$ cat config.mk
export PLATFORM = sky130hd
export DESIGN_NAME = held_key_aging_table_core
export DESIGN_NICKNAME = d
export VERILOG_FILES = /design/src/sv/hkat_pkg.sv /design/src/sv/hkat_ctrl.sv /design/src/sv/hkat_dpath.sv /design/src/sv/held_key_aging_table_core.sv
export SDC_FILE = /design/constraint.sdc
export NUM_CORES = 2
export LEC_CHECK = 0
export BUFFER_PORTS_ARGS = -buffer_cell sky130_fd_sc_hd__buf_2
export CAP_MARGIN = 15
export CORE_MARGIN = 4
export CORE_UTILIZATION = 55
export DETAILED_ROUTE_END_ITERATION = 12
export PLACE_DENSITY = 0.75
export SETUP_SLACK_MARGIN = 0.05
export SYNTH_ARGS = -nofsm -noshare
export SYNTH_HDL_FRONTEND = slang
export SYNTH_SLANG_ARGS = --single-unit
$ cat constraint.sdc
create_clock -name clk -period 9.4 [get_ports clk]
set_clock_uncertainty 0.15 [all_clocks]
set_input_delay 0 -clock clk [delete_from_list [all_inputs] [get_ports clk]]
set_output_delay 0 -clock clk [all_outputs]
set_load 0.05 [all_outputs]
$ cat src/sv/hkat_pkg.sv
`timescale 1ns / 1ps
package hkat_pkg;

	localparam int TABLE_DEPTH   = 6;
	localparam int MODIFIER_BITS = 8;
	localparam logic BIT0        = 1'b1;

	localparam int OP_W       = 2;
	localparam int MOD_FIELD_W = 8;
	localparam int KEY_W      = 16;
	localparam int STAMP_W    = 32;
	localparam int THR_W      = 8;
	localparam int COUNT_FIELD_W = 3;
	localparam int CNT_W      = $clog2(TABLE_DEPTH + 1);
	localparam int IDX_W      = (TABLE_DEPTH > 1) ? $clog2(TABLE_DEPTH) : 1;

	localparam int ADDR_W     = 3;
	localparam int DATA_W     = 32;
	localparam logic REG_FORGET_THRESHOLD = 1'b0;
	localparam logic [THR_W-1:0] THR_RESET = THR_W'(5);

	typedef enum logic [OP_W-1:0] {
		OP_TICK   = 2'd0,
		OP_REPORT = 2'd1,
		OP_READ   = 2'd2,
		OP_CLEAR  = 2'd3
	} op_t;

	typedef enum logic [3:0] {
		ST_IDLE,
		ST_TICK_INC,
		ST_TICK_SCAN,
		ST_REP_MODS,
		ST_REP_SCAN,
		ST_REP_PLACE,
		ST_RD,
		ST_CLEAR,
		ST_RESP
	} state_t;

	typedef struct packed {
		logic take;
		logic tick_inc;
		logic tick_step;
		logic tick_finish;
		logic rep_mods;
		logic rep_step;
		logic rep_place;
		logic rd_emit;
		logic clear;
		logic resp_load;
	} cmd_t;

	typedef struct packed {
		logic key_zero;
		logic scan_end;
		logic match;
		logic empty;
		logic out_free;
		logic last_entry;
	} status_t;

endpackage

$ cat src/sv/hkat_ctrl.sv
`timescale 1ns / 1ps
module hkat_ctrl (
	input  logic             clk,
	input  logic             arst_n,
	input  logic             in_valid,
	input  hkat_pkg::op_t    in_op,
	input  hkat_pkg::status_t st,
	output logic             in_ready,
	output hkat_pkg::cmd_t   cmd
);
	import hkat_pkg::*;

	state_t state_q, state_d;

	always_ff @(posedge clk or negedge arst_n) begin
		if (!arst_n) begin
			state_q <= ST_IDLE;
		end else begin
			state_q <= state_d;
		end
	end

	always_comb begin
		state_d  = state_q;
		cmd      = '0;
		in_ready = 1'b0;
		case (state_q)
			ST_IDLE: begin
				in_ready = 1'b1;
				if (in_valid) begin
					cmd.take = 1'b1;
					case (in_op)
						OP_TICK:   state_d = ST_TICK_INC;
						OP_REPORT: state_d = ST_REP_MODS;
						OP_READ:   state_d = ST_RD;
						OP_CLEAR:  state_d = ST_CLEAR;
						default:   state_d = ST_IDLE;
					endcase
				end
			end
			ST_TICK_INC: begin
				cmd.tick_inc = 1'b1;
				state_d = ST_TICK_SCAN;
			end
			ST_TICK_SCAN: begin
				if (st.scan_end) begin
					cmd.tick_finish = 1'b1;
					state_d = ST_RESP;
				end else begin
					cmd.tick_step = 1'b1;
				end
			end
			ST_REP_MODS: begin
				cmd.rep_mods = 1'b1;
				state_d = st.key_zero ? ST_RESP : ST_REP_SCAN;
			end
			ST_REP_SCAN: begin
				if (st.scan_end) begin
					state_d = ST_REP_PLACE;
				end else begin
					cmd.rep_step = 1'b1;
					if (st.match) begin
						state_d = ST_RESP;
					end
				end
			end
			ST_REP_PLACE: begin
				cmd.rep_place = 1'b1;
				state_d = ST_RESP;
			end
			ST_RD: begin
				if (st.empty) begin
					state_d = ST_RESP;
				end else if (st.out_free) begin
					cmd.rd_emit = 1'b1;
					if (st.last_entry) begin
						state_d = ST_IDLE;
					end
				end
			end
			ST_CLEAR: begin
				cmd.clear = 1'b1;
				state_d = ST_RESP;
			end
			ST_RESP: begin
				if (st.out_free) begin
					cmd.resp_load = 1'b1;
					state_d = ST_IDLE;
				end
			end
			default: begin
				state_d = ST_IDLE;
			end
		endcase
	end

endmodule

$ cat src/sv/hkat_dpath.sv
`timescale 1ns / 1ps
module hkat_dpath (
	input  logic                              clk,
	input  logic                              arst_n,
	input  hkat_pkg::cmd_t                    cmd,
	output hkat_pkg::status_t                 st,
	input  logic [hkat_pkg::THR_W-1:0]        thr,
	input  logic [hkat_pkg::OP_W-1:0]         op,
	input  logic [hkat_pkg::MOD_FIELD_W-1:0]  modifier_bits,
	input  logic [hkat_pkg::KEY_W-1:0]        key_code,
	output logic                              out_valid,
	input  logic                              out_ready,
	output logic [hkat_pkg::STAMP_W-1:0]      tick_count,
	output logic [hkat_pkg::MOD_FIELD_W-1:0]  held_modifiers,
	output logic [hkat_pkg::COUNT_FIELD_W-1:0] held_count,
	output logic [hkat_pkg::KEY_W-1:0]        held_key,
	output logic                              key_valid,
	output logic                              last
);
	import hkat_pkg::*;

	function automatic logic expired(input logic [STAMP_W-1:0] stamp,
			input logic [THR_W-1:0] th, input logic [STAMP_W-1:0] now);
		logic [STAMP_W:0] lim;
		lim = {1'b0, stamp} + (STAMP_W+1)'(th);
		return lim <= {1'b0, now};
	endfunction

	// key table: one read port at idx_q, no reset (entries at or above total_q are dead)
	logic [KEY_W-1:0]   key_q    [TABLE_DEPTH];
	logic [STAMP_W-1:0] kstamp_q [TABLE_DEPTH];

	logic [STAMP_W-1:0]       mstamp_q [MODIFIER_BITS];
	logic [MODIFIER_BITS-1:0] mask_q;
	logic [STAMP_W-1:0]       cnt_q;
	logic [CNT_W-1:0]         total_q;
	logic [CNT_W-1:0]         idx_q;
	logic [CNT_W-1:0]         wr_q;
	logic [IDX_W-1:0]         slot_q;
	logic [STAMP_W-1:0]       oldest_q;
	op_t                      op_q;
	logic [MODIFIER_BITS-1:0] mods_q;
	logic [KEY_W-1:0]         code_q;

	logic [KEY_W-1:0]   rd_key;
	logic [STAMP_W-1:0] rd_stamp;
	logic               rd_keep;
	logic [CNT_W-1:0]   idx_nxt;
	logic               full;
	logic               out_free;

	logic [STAMP_W-1:0]       tick_count_q;
	logic [MODIFIER_BITS-1:0] held_mod_q;
	logic [CNT_W-1:0]         held_cnt_q;
	logic [KEY_W-1:0]         held_key_q;
	logic                     key_valid_q;
	logic                     last_q;
	logic                     out_valid_q;

	assign rd_key   = key_q[idx_q[IDX_W-1:0]];
	assign rd_stamp = kstamp_q[idx_q[IDX_W-1:0]];
	assign rd_keep  = !expired(rd_stamp, thr, cnt_q);
	assign idx_nxt  = idx_q + CNT_W'(1);
	assign full     = (total_q == CNT_W'(TABLE_DEPTH));
	assign out_free = !out_valid_q || out_ready;

	assign st.key_zero   = (code_q == '0);
	assign st.scan_end   = (idx_q == total_q);
	assign st.match      = (rd_key == code_q);
	assign st.empty      = (total_q == '0);
	assign st.out_free   = out_free;
	assign st.last_entry = (idx_nxt == total_q);

	always_ff @(posedge clk) begin
		if (cmd.take) begin
			op_q   <= op_t'(op);
			mods_q <= modifier_bits[MODIFIER_BITS-1:0];
			code_q <= key_code;
		end
	end

	always_ff @(posedge clk) begin
		if (cmd.tick_step && rd_keep) begin
			key_q[wr_q[IDX_W-1:0]]    <= rd_key;
			kstamp_q[wr_q[IDX_W-1:0]] <= rd_stamp;
		end else if (cmd.rep_step && st.match) begin
			kstamp_q[idx_q[IDX_W-1:0]] <= cnt_q;
		end else if (cmd.rep_place) begin
			if (full) begin
				key_q[slot_q]    <= code_q;
				kstamp_q[slot_q] <= cnt_q;
			end else begin
				key_q[total_q[IDX_W-1:0]]    <= code_q;
				kstamp_q[total_q[IDX_W-1:0]] <= cnt_q;
			end
		end
	end

	// oldest-entry tracker for replacement; first smallest wins
	always_ff @(posedge clk) begin
		if (cmd.rep_step && (idx_q == '0 || rd_stamp < oldest_q)) begin
			oldest_q <= rd_stamp;
			slot_q   <= idx_q[IDX_W-1:0];
		end
	end

	always_ff @(posedge clk or negedge arst_n) begin
		if (!arst_n) begin
			cnt_q   <= '0;
			total_q <= '0;
			mask_q  <= '0;
			idx_q   <= '0;
			wr_q    <= '0;
			for (int b = 0; b < MODIFIER_BITS; b++) begin
				mstamp_q[b] <= '0;
			end
		end else begin
			if (cmd.take) begin
				idx_q <= '0;
				wr_q  <= '0;
			end
			if (cmd.tick_inc && cnt_q != '1) begin
				cnt_q <= cnt_q + STAMP_W'(1);
			end
			if (cmd.tick_step) begin
				idx_q <= idx_nxt;
				if (rd_keep) begin
					wr_q <= wr_q + CNT_W'(1);
				end
			end
			if (cmd.tick_finish) begin
				total_q <= wr_q;
				for (int b = 0; b < MODIFIER_BITS; b++) begin
					if (mask_q[b] && expired(mstamp_q[b], thr, cnt_q)) begin
						mask_q[b] <= 1'b0;
					end
				end
			end
			if (cmd.rep_mods) begin
				for (int b = 0; b < MODIFIER_BITS; b++) begin
					if (mods_q[b]) begin
						mask_q[b]   <= BIT0;
						mstamp_q[b] <= cnt_q;
					end
				end
			end
			if (cmd.rep_step) begin
				idx_q <= idx_nxt;
			end
			if (cmd.rep_place && !full) begin
				total_q <= total_q + CNT_W'(1);
			end
			if (cmd.rd_emit) begin
				idx_q <= idx_nxt;
			end
			if (cmd.clear) begin
				total_q <= '0;
				mask_q  <= '0;
				for (int b = 0; b < MODIFIER_BITS; b++) begin
					mstamp_q[b] <= '0;
				end
			end
		end
	end

	// output register
	always_ff @(posedge clk or negedge arst_n) begin
		if (!arst_n) begin
			out_valid_q <= 1'b0;
		end else if (cmd.rd_emit || cmd.resp_load) begin
			out_valid_q <= 1'b1;
		end else if (out_ready) begin
			out_valid_q <= 1'b0;
		end
	end

	always_ff @(posedge clk) begin
		if (cmd.rd_emit) begin
			tick_count_q <= '0;
			held_mod_q   <= mask_q;
			held_cnt_q   <= total_q;
			held_key_q   <= rd_key;
			key_valid_q  <= 1'b1;
			last_q       <= st.last_entry;
		end else if (cmd.resp_load) begin
			tick_count_q <= (op_q == OP_TICK) ? cnt_q : '0;
			held_mod_q   <= mask_q;
			held_cnt_q   <= total_q;
			held_key_q   <= '0;
			key_valid_q  <= 1'b0;
			last_q       <= 1'b1;
		end
	end

	assign out_valid      = out_valid_q;
	assign tick_count     = tick_count_q;
	assign held_modifiers = MOD_FIELD_W'(held_mod_q);
	assign held_count     = COUNT_FIELD_W'(held_cnt_q);
	assign held_key       = held_key_q;
	assign key_valid      = key_valid_q;
	assign last           = last_q;

endmodule

$ cat src/sv/held_key_aging_table_core.sv
`timescale 1ns / 1ps
// channel   signals                                              direction
// in        in_valid/in_ready, op, modifier_bits, key_code        in
// out       out_valid/out_ready, tick_count, held_modifiers,      out
//           held_count, held_key, key_valid, last
// cfg       psel, penable, pwrite, paddr, pwdata, prdata, pready  APB slave
//
// One item at a time; a new beat is taken only in the idle state.
// Tick: increments the stamp, then one table entry per cycle through the single read port.
// Report: a zero key updates the modifiers only; a nonzero key adds the key match/oldest scan.
// Read-out: one result per cycle per held key. Output stalls hold the
// controller in its emit state. Reset empties the table and mask; threshold returns to 5.
module held_key_aging_table_core (
	input  logic                                clk,
	input  logic                                arst_n,
	input  logic                                in_valid,
	output logic                                in_ready,
	input  logic [hkat_pkg::OP_W-1:0]           op,
	input  logic [hkat_pkg::MOD_FIELD_W-1:0]    modifier_bits,
	input  logic [hkat_pkg::KEY_W-1:0]          key_code,
	output logic                                out_valid,
	input  logic                                out_ready,
	output logic [hkat_pkg::STAMP_W-1:0]        tick_count,
	output logic [hkat_pkg::MOD_FIELD_W-1:0]    held_modifiers,
	output logic [hkat_pkg::COUNT_FIELD_W-1:0]  held_count,
	output logic [hkat_pkg::KEY_W-1:0]          held_key,
	output logic                                key_valid,
	output logic                                last,
	input  logic                                psel,
	input  logic                                penable,
	input  logic                                pwrite,
	input  logic [hkat_pkg::ADDR_W-1:0]         paddr,
	input  logic [hkat_pkg::DATA_W-1:0]         pwdata,
	output logic [hkat_pkg::DATA_W-1:0]         prdata,
	output logic                                pready
);
	import hkat_pkg::*;

	cmd_t             cmd;
	status_t          st;
	logic [THR_W-1:0] thr_q;
	logic             thr_sel;

	assign pready  = 1'b1;
	assign thr_sel = (paddr[ADDR_W-1] == REG_FORGET_THRESHOLD);
	assign prdata  = thr_sel ? DATA_W'(thr_q) : '0;

	always_ff @(posedge clk or negedge arst_n) begin
		if (!arst_n) begin
			thr_q <= THR_RESET;
		end else if (psel && penable && pwrite && thr_sel) begin
			thr_q <= pwdata[THR_W-1:0];
		end
	end

	hkat_ctrl u_ctrl (
		.clk      (clk),
		.arst_n   (arst_n),
		.in_valid (in_valid),
		.in_op    (op_t'(op)),
		.st       (st),
		.in_ready (in_ready),
		.cmd      (cmd)
	);

	hkat_dpath u_dpath (
		.clk            (clk),
		.arst_n         (arst_n),
		.cmd            (cmd),
		.st             (st),
		.thr            (thr_q),
		.op             (op),
		.modifier_bits  (modifier_bits),
		.key_code       (key_code),
		.out_valid      (out_valid),
		.out_ready      (out_ready),
		.tick_count     (tick_count),
		.held_modifiers (held_modifiers),
		.held_count     (held_count),
		.held_key       (held_key),
		.key_valid      (key_valid),
		.last           (last)
	);

endmodule

### Word-level counts from Yosys, hierarchy flattened

Memories as Yosys holds them, arrays and structs flattened.
Cells that the tools add are included.

* register bits after elaboration: 440
* memories kept: 2
* output and inout bits: 96
* memory bits (writable): 288

* bitwise gates (word level): 1
* equal/unequal tests: 22
* magnitude comparators: 10
* reduce and logical (&&, ||, !) cells: 56
* add/sub/neg operators: 13
* multiplexer cells: 107

Memories
* u_dpath.kstamp_q: depth 6, width 32, read ports 1, clocked after Yosys merged registers in 0, write ports 1, line hkat_dpath.sv:31 `logic [STAMP_W-1:0] kstamp_q [TABLE_DEPTH];`
* u_dpath.key_q: depth 6, width 16, read ports 1, clocked after Yosys merged registers in 0, write ports 1, line hkat_dpath.sv:30 `logic [KEY_W-1:0] key_q [TABLE_DEPTH];`

Operators by type and width (count)
* $mux 256: 2
* $mux 32: 12
* $add 32x8->33: 9
* $le 33x32->1: 9
* $reduce_or 32->1: 3
* $mux 16: 4
* $mux 1: 54
* $mux 3: 17
* $mux 8: 6
* $mux 4: 9
* $add 32x1->32 const B: 1
* $lt 32x32->1: 1
* $ne 32x32->1 const B: 1
* $pmux 4 s8: 1
* $reduce_or 16->1: 2
* $reduce_bool 2->1: 11
* $eq 16x16->1: 1
* $eq 4x3->1 const B: 4
* $logic_and 1x1->1: 16
* $logic_not 16->1: 1
* $pmux 4 s4: 1
* $reduce_and 2->1: 8
* $add 3x1->3 const B: 3
* $eq 4x2->1 const B: 2
* other kinds (21): 31

### Longest topological paths before layout

* depth after elaboration: 11
* depth in mapped cells: 29
* depth with buffers taken out: 24

### Cells and area by module

A second synthesis with hierarchy kept.

* cells, all modules: 4207
* area total of the unflattened synthesis: 43205.2 um^2

Modules (own cells, without submodules)
* hkat_dpath: times used 1, area an instance 42198.0 um^2, sequential area each 19638.8 um^2, cells an instance 4102
* held_key_aging_table_core: times used 1, area an instance 581.8 um^2, sequential area each 202.7 um^2, cells an instance 52
* hkat_ctrl: times used 1, area an instance 425.4 um^2, sequential area each 100.1 um^2, cells an instance 53

### Worst setup path after synthesis

Ideal clock, no wire load.

* kind: flip-flop to flip-flop
* start: reg u_dpath.idx_q[0]
* end: mem u_dpath.kstamp_q[3][0] (enable)
* arrival time: 8.931 ns
* slack: -0.182 ns
* cell stages (with the launch flop): 30
* buffers on the path: 7
* required time: 8.749 ns
* clock period less this slack: 9.582 ns
* cells stage by stage: dfrtp_1 buf_6 buf_6 buf_4 buf_6 buf_4 buf_2 buf_2 mux2i_1 o21ai_0 inv_1 fa_1 nor2b_1 o31a_1 o21ai_0 a21oi_1 nand4b_1 nor2_1 nand3_1 xnor2_1 ha_1 a21oi_1 o211ai_1 nand2b_1 a31oi_1 or3_1 o22ai_2 a21oi_1 a21o_1 nor4_1

* cells in the longest elaborated chain, start to end: 11
* elaborated cells between the ends (all ways): 32

RTL lines
* from (decl): line hkat_dpath.sv:37 `logic [CNT_W-1:0] idx_q;`
* from (signal assigned): line hkat_dpath.sv:126 `idx_q <= idx_nxt;`
* from (signal assigned): line hkat_dpath.sv:148 `idx_q <= idx_nxt;`
* from (signal assigned): line hkat_dpath.sv:154 `idx_q <= idx_nxt;`
* $mem_v2 6x32 *
* via u_dpath.rd_stamp[1]: line hkat_dpath.sv:46 `logic [STAMP_W-1:0] rd_stamp;`
* $add 32x8->33 *: line hkat_dpath.sv:25 `lim = {1'b0, stamp} + (STAMP_W+1)'(th);`
* $le 33x32->1 *: line hkat_dpath.sv:26 `return lim <= {1'b0, now};`
* $logic_not 1->1 *: line hkat_dpath.sv:62 `assign rd_keep = !expired(rd_stamp, thr, cnt_q);`
* $logic_and 1x1->1 *: line hkat_dpath.sv:83 `if (cmd.tick_step && rd_keep) begin`
* $mux 1: line hkat_dpath.sv:83
* $mux 1 (implied by the code): line hkat_dpath.sv:87 `kstamp_q[idx_q[IDX_W-1:0]] <= cnt_q;`
* $reduce_or 32->1 (no line)
* $mux 3 (no line) / $mux 1 (equally long branches) (3 in a row)
* to (decl): line hkat_dpath.sv:31

Mark *: on every way through the listed nets, which the timed path passes. The rest lies on a longest branch.

### Worst setup path after layout

* start: reg u_dpath.idx_q[0]
* end: mem u_dpath.kstamp_q[3][1] (enable)

The elaborated chain is that of the path after synthesis.

==> flow_summary_export.csv <==
group,metric,value,unit
logic_synthesis,synth_top_area_share,26.3,%
layout,drive_above_1_share,10.7,%
setup_path,critPathKind,"register to register",
floorplan,die_y,288,µm
timing,tns,0,ns
global_routing,grt_pass1_vias,32900,
timing,period_needed,7.58,ns
cts,clkLatencyLatePin,0.69,ns
place,port_buffers,112,
cts,cts_resized,0,
floorplan,die_w,288,µm
logic_synthesis,synthArstFlopShare,43.7,%
floorplan,dieArea,0.0829,mm²
drt,wl_per_cell,22.8,µm
global_routing,grt_antenna_before_repair,1,
drt,drtPass1Iterations,7,
logic_synthesis,ys_top_cells_by_area,"edfxtp_1 (26%), dfrtp_1 (18%), ha_1 (12%)",
logic_synthesis,synth_edf_count,377,
global_routing,grt_max_degree,174,
logic_synthesis,synth.avg_cell_area,10.2,µm²
timing,setup_viol,0,
logic_synthesis,syn_inst,4207,
drt,viasPerCell,6.10,
setup_path,crit_path_max_fanout,32,
global_routing,gr-total-overflow,0,
setup_path,r2r-end,"u_dpath.kstamp_q[3][1]$_DFFE_PP_",
global_routing,grt_pass1_wl,190,mm
floorplan,initial_core_util,55.5,%
timing,hold_ws,0.115,ns
cts,cts_buffer_depth,3,
logic_synthesis,synth_cell_type_count,80,
setup_path,worst-r2r-cell-count,25,
setup_path,required,9.53,ns
timing,max_freq,0.132,GHz
floorplan,coreArea,0.0776,mm²
cts,clock_sinks,728,
cts,cts_root_buffer,"clkbuf_16",
cts,tritoncts,"yes",
place,dp_cells,5271,
layout,fin_nets,4876,
cts,numCtsBuffers,81,
drt,drtIter0Drc,3309,
layout,regArea,0.0199,mm²
setup_path,cp_data_arrival_time,7.72,ns
layout,fillers,6176,
worst_hold_path,min_to,"u_dpath.out_valid$_DFFE_PN0P_",
timing,slew_headroom,23.2,%
worst_hold_path,worstHoldStart,"out_ready",
worst_hold_path,hold_depth,4,
timing,rsz0062_at_grt,"no",
timing,min_period_over_period,80.7,%
setup_path,worstSetupEndpointType,"register",
floorplan,pin_count,164,
layout,stdcell_count,5506,
pwr,power.density,243,mW/mm²
layout,syn_to_final_growth,12.5,%
layout,multi_input_area,0.0218,mm²
setup_path,reg2reg_from,"u_dpath.idx_q[0]$_DFFE_PN0P_",
logic_synthesis,synth_area,0.0431,mm²
cts,path_clk_slew,0.06,ns
timing,fin_ws,1.82,ns
place,dpl.hpwl,81.3,mm
pwr,total_power,11800,µW
pwr,leakagePower,0.0206,µW
drt,wl,125,mm
timing,slew_violations,0,
drt,drc_errors,0,
drt,num_vias,33600,
global_routing,track_usage,29.9,%
timing,hold_violations,0,
setup_path,crit_path_start_kind,"register",
timing,worst_pin_slew,1.15,ns
flow_run,drv_cap,0,
floorplan,rows,102,
pwr,peakVddDrop,0.158,mV
worst_hold_path,min_path_type,"input port to register",
cts,htree_levels,3,
logic_synthesis,seq_area_frac_synth,46.3,%
logic_synthesis,synth_ff_type,"edfxtp_1",
place,dpl_worst_slack,2.03,ns
place,gp_congestion,0.905,
run_status,status,"complete, no violations",
drt,antenna_left,0,
logic_synthesis,synth_warnings,0,
logic_synthesis,ys_seq_elements,728,
logic_synthesis,synth_area_leader_cell,"edfxtp_1",
setup_path,reg2reg_slack,1.82,ns
## timing repair
action / in CTS / in global routing
endpoints found under the hold margin: 151 / 0
hold buffers: 83 / 0
setup buffers: 0 / 0
## logic make-up (layout without fill, tap and decap cells)
family	after synthesis	count (layout)	synth area share [%]
adder cells (fa/ha/maj)	407	407	12.0
multiplexers	152	152	5.03
AO/OA/AOI/OAI	837	837	11.7
other	2	27	0.0174
buffers and inverters	365	599	3.64
XOR/XNOR	324	324	6.59
AND/OR/NAND/NOR	1392	1392	14.8
flip-flops	728	728	46.3
## worst max path at each step
stage	start	to	slack, ns	depth (start not counted)
2_1_floorplan	u_dpath.idx_q[0]$_DFFE_PN0P_	u_dpath.kstamp_q[5][0]$_DFFE_PP_	0.75	29
3_3_place_gp	u_dpath.idx_q[0]$_DFFE_PN0P_	u_dpath.kstamp_q[3][2]$_DFFE_PP_	2.11	23
3_5_place_dp	u_dpath.idx_q[0]$_DFFE_PN0P_	u_dpath.kstamp_q[3][1]$_DFFE_PP_	2.03	25
4_1_cts	u_dpath.idx_q[0]$_DFFE_PN0P_	u_dpath.kstamp_q[3][1]$_DFFE_PP_	1.92	25
5_1_grt	u_dpath.idx_q[0]$_DFFE_PN0P_	u_dpath.kstamp_q[3][1]$_DFFE_PP_	1.29	24
6_report	u_dpath.idx_q[0]$_DFFE_PN0P_	u_dpath.kstamp_q[3][1]$_DFFE_PP_	1.82	25
## synth_stat cells, types with 7 or more instances
master	n
nand2_1	723
buf_4	33
mux2i_1	39
nor3_1	38
a22o_1	32
mux2_2	68
nor2_1	170
xnor2_1	226
nor2b_1	53
fa_1	9
a211oi_1	13
and4_1	17
buf_6	8
nor4_1	33
nand4_1	109
dfrtp_1	316
and2_1	20
and3_1	51
a221oi_1	7
o21bai_1	31
clkbuf_1	152
o21a_1	33
or3_1	10
edfxtp_1	377
buf_1	8
buf_2	11
or2_2	9
ha_1	398
dfxtp_1	33
mux4_2	37
nand2b_1	33
inv_1	152
o211ai_1	22
xor2_1	98
a21o_1	99
o21ai_0	99
a31oi_1	11
nand3_1	109
a21oi_1	440
## where the power goes
| part | switching [µW] | total [µW] | internal, µW |
|---|---|---|---|
| sequential | 260 | 4370 | 4110 |
| combinational | 2680 | 4310 | 1640 |
| clock | 1370 | 3090 | 1730 |
## registers in the layout (all words and copies together) (netlist names), 16 cells and up
| name | count |
|---|---|
| u_dpath.oldest_q | 32 |
| u_dpath.key_q | 96 |
| u_dpath.kstamp_q | 192 |
| u_dpath.code_q | 16 |
| u_dpath.mstamp_q | 256 |
| u_dpath.tick_count | 32 |
| u_dpath.held_key | 16 |
| u_dpath.cnt_q | 32 |
## critical path, cell delays in order, from the launching register on
cell	delay, ns
dfrtp_4	0.82
mux4_2	0.35
nand2_1	0.05
o21ai_0	0.25
ha_1	0.29
inv_1	0.06
fa_1	0.40
nor2b_1	0.16
o31a_1	0.16
o21ai_0	0.11
a21oi_1	0.37
nand4b_1	0.34
nor2_1	0.40
nand3_1	0.14
xnor2_1	0.16
ha_1	0.30
a21oi_1	0.07
o211ai_1	0.22
nand2b_1	0.14
a31oi_1	0.08
or3_1	0.38
o22ai_2	0.41
a21oi_1	0.26
a21o_1	0.30
nor4_4	0.26
buf_4	0.53
## metrics by stage
step           instance area [µm²]  util, %
2_1_floorplan                43200        -
3_3_place_gp                 44900     57.9
3_5_place_dp                 44900     57.9
4_1_cts                      48400     62.3
5_1_grt                      48500     62.4
6_report                     48500     62.4
## final cells by class
class,count,share of cell area [%]
multi-input combinational,3137,44.9
sequential,728,41.2
inverter,153,1.19
clock buffer,119,4.67
clock inverter,27,0.692
antenna,2,0.0103
tap,1040,2.69
timing repair buffer,300,4.69
## routing by layer
layer / GRT usage [%] / wire length (µm)
met1: 38.3 / 49000
met2: 48.9 / 58700
met3: 4.24 / 9590
met4: 16.8 / 8030
met5: 0 / 0
## placed cells by master (no fill, tap or decap), drive strengths merged, types with 14 or more instances in the layout
| cell | n |
|---|---|
| nor3 | 38 |
| nor2 | 170 |
| nor2b | 53 |
| mux2 | 68 |
| dlygate4sd3 | 82 |
| o21ai | 102 |
| nand3 | 109 |
| nand2 | 724 |
| mux4 | 41 |
| and2 | 20 |
| o21a | 33 |
| xnor2 | 226 |
| a22o | 32 |
| mux2i | 43 |
| conb | 25 |
| nand4 | 109 |
| o211ai | 22 |
| ha | 398 |
| inv | 155 |
| o21bai | 31 |
| a21o | 99 |
| buf | 218 |
| and3 | 51 |
| and4 | 17 |
| dfxtp | 33 |
| clkbuf | 119 |
| a211oi | 14 |
| xor2 | 98 |
| dfrtp | 316 |
| clkinv | 23 |
| nand2b | 33 |
| nor4 | 33 |
| edfxtp | 377 |
| a21oi | 440 |
Power figures use the tool's default switching activity.
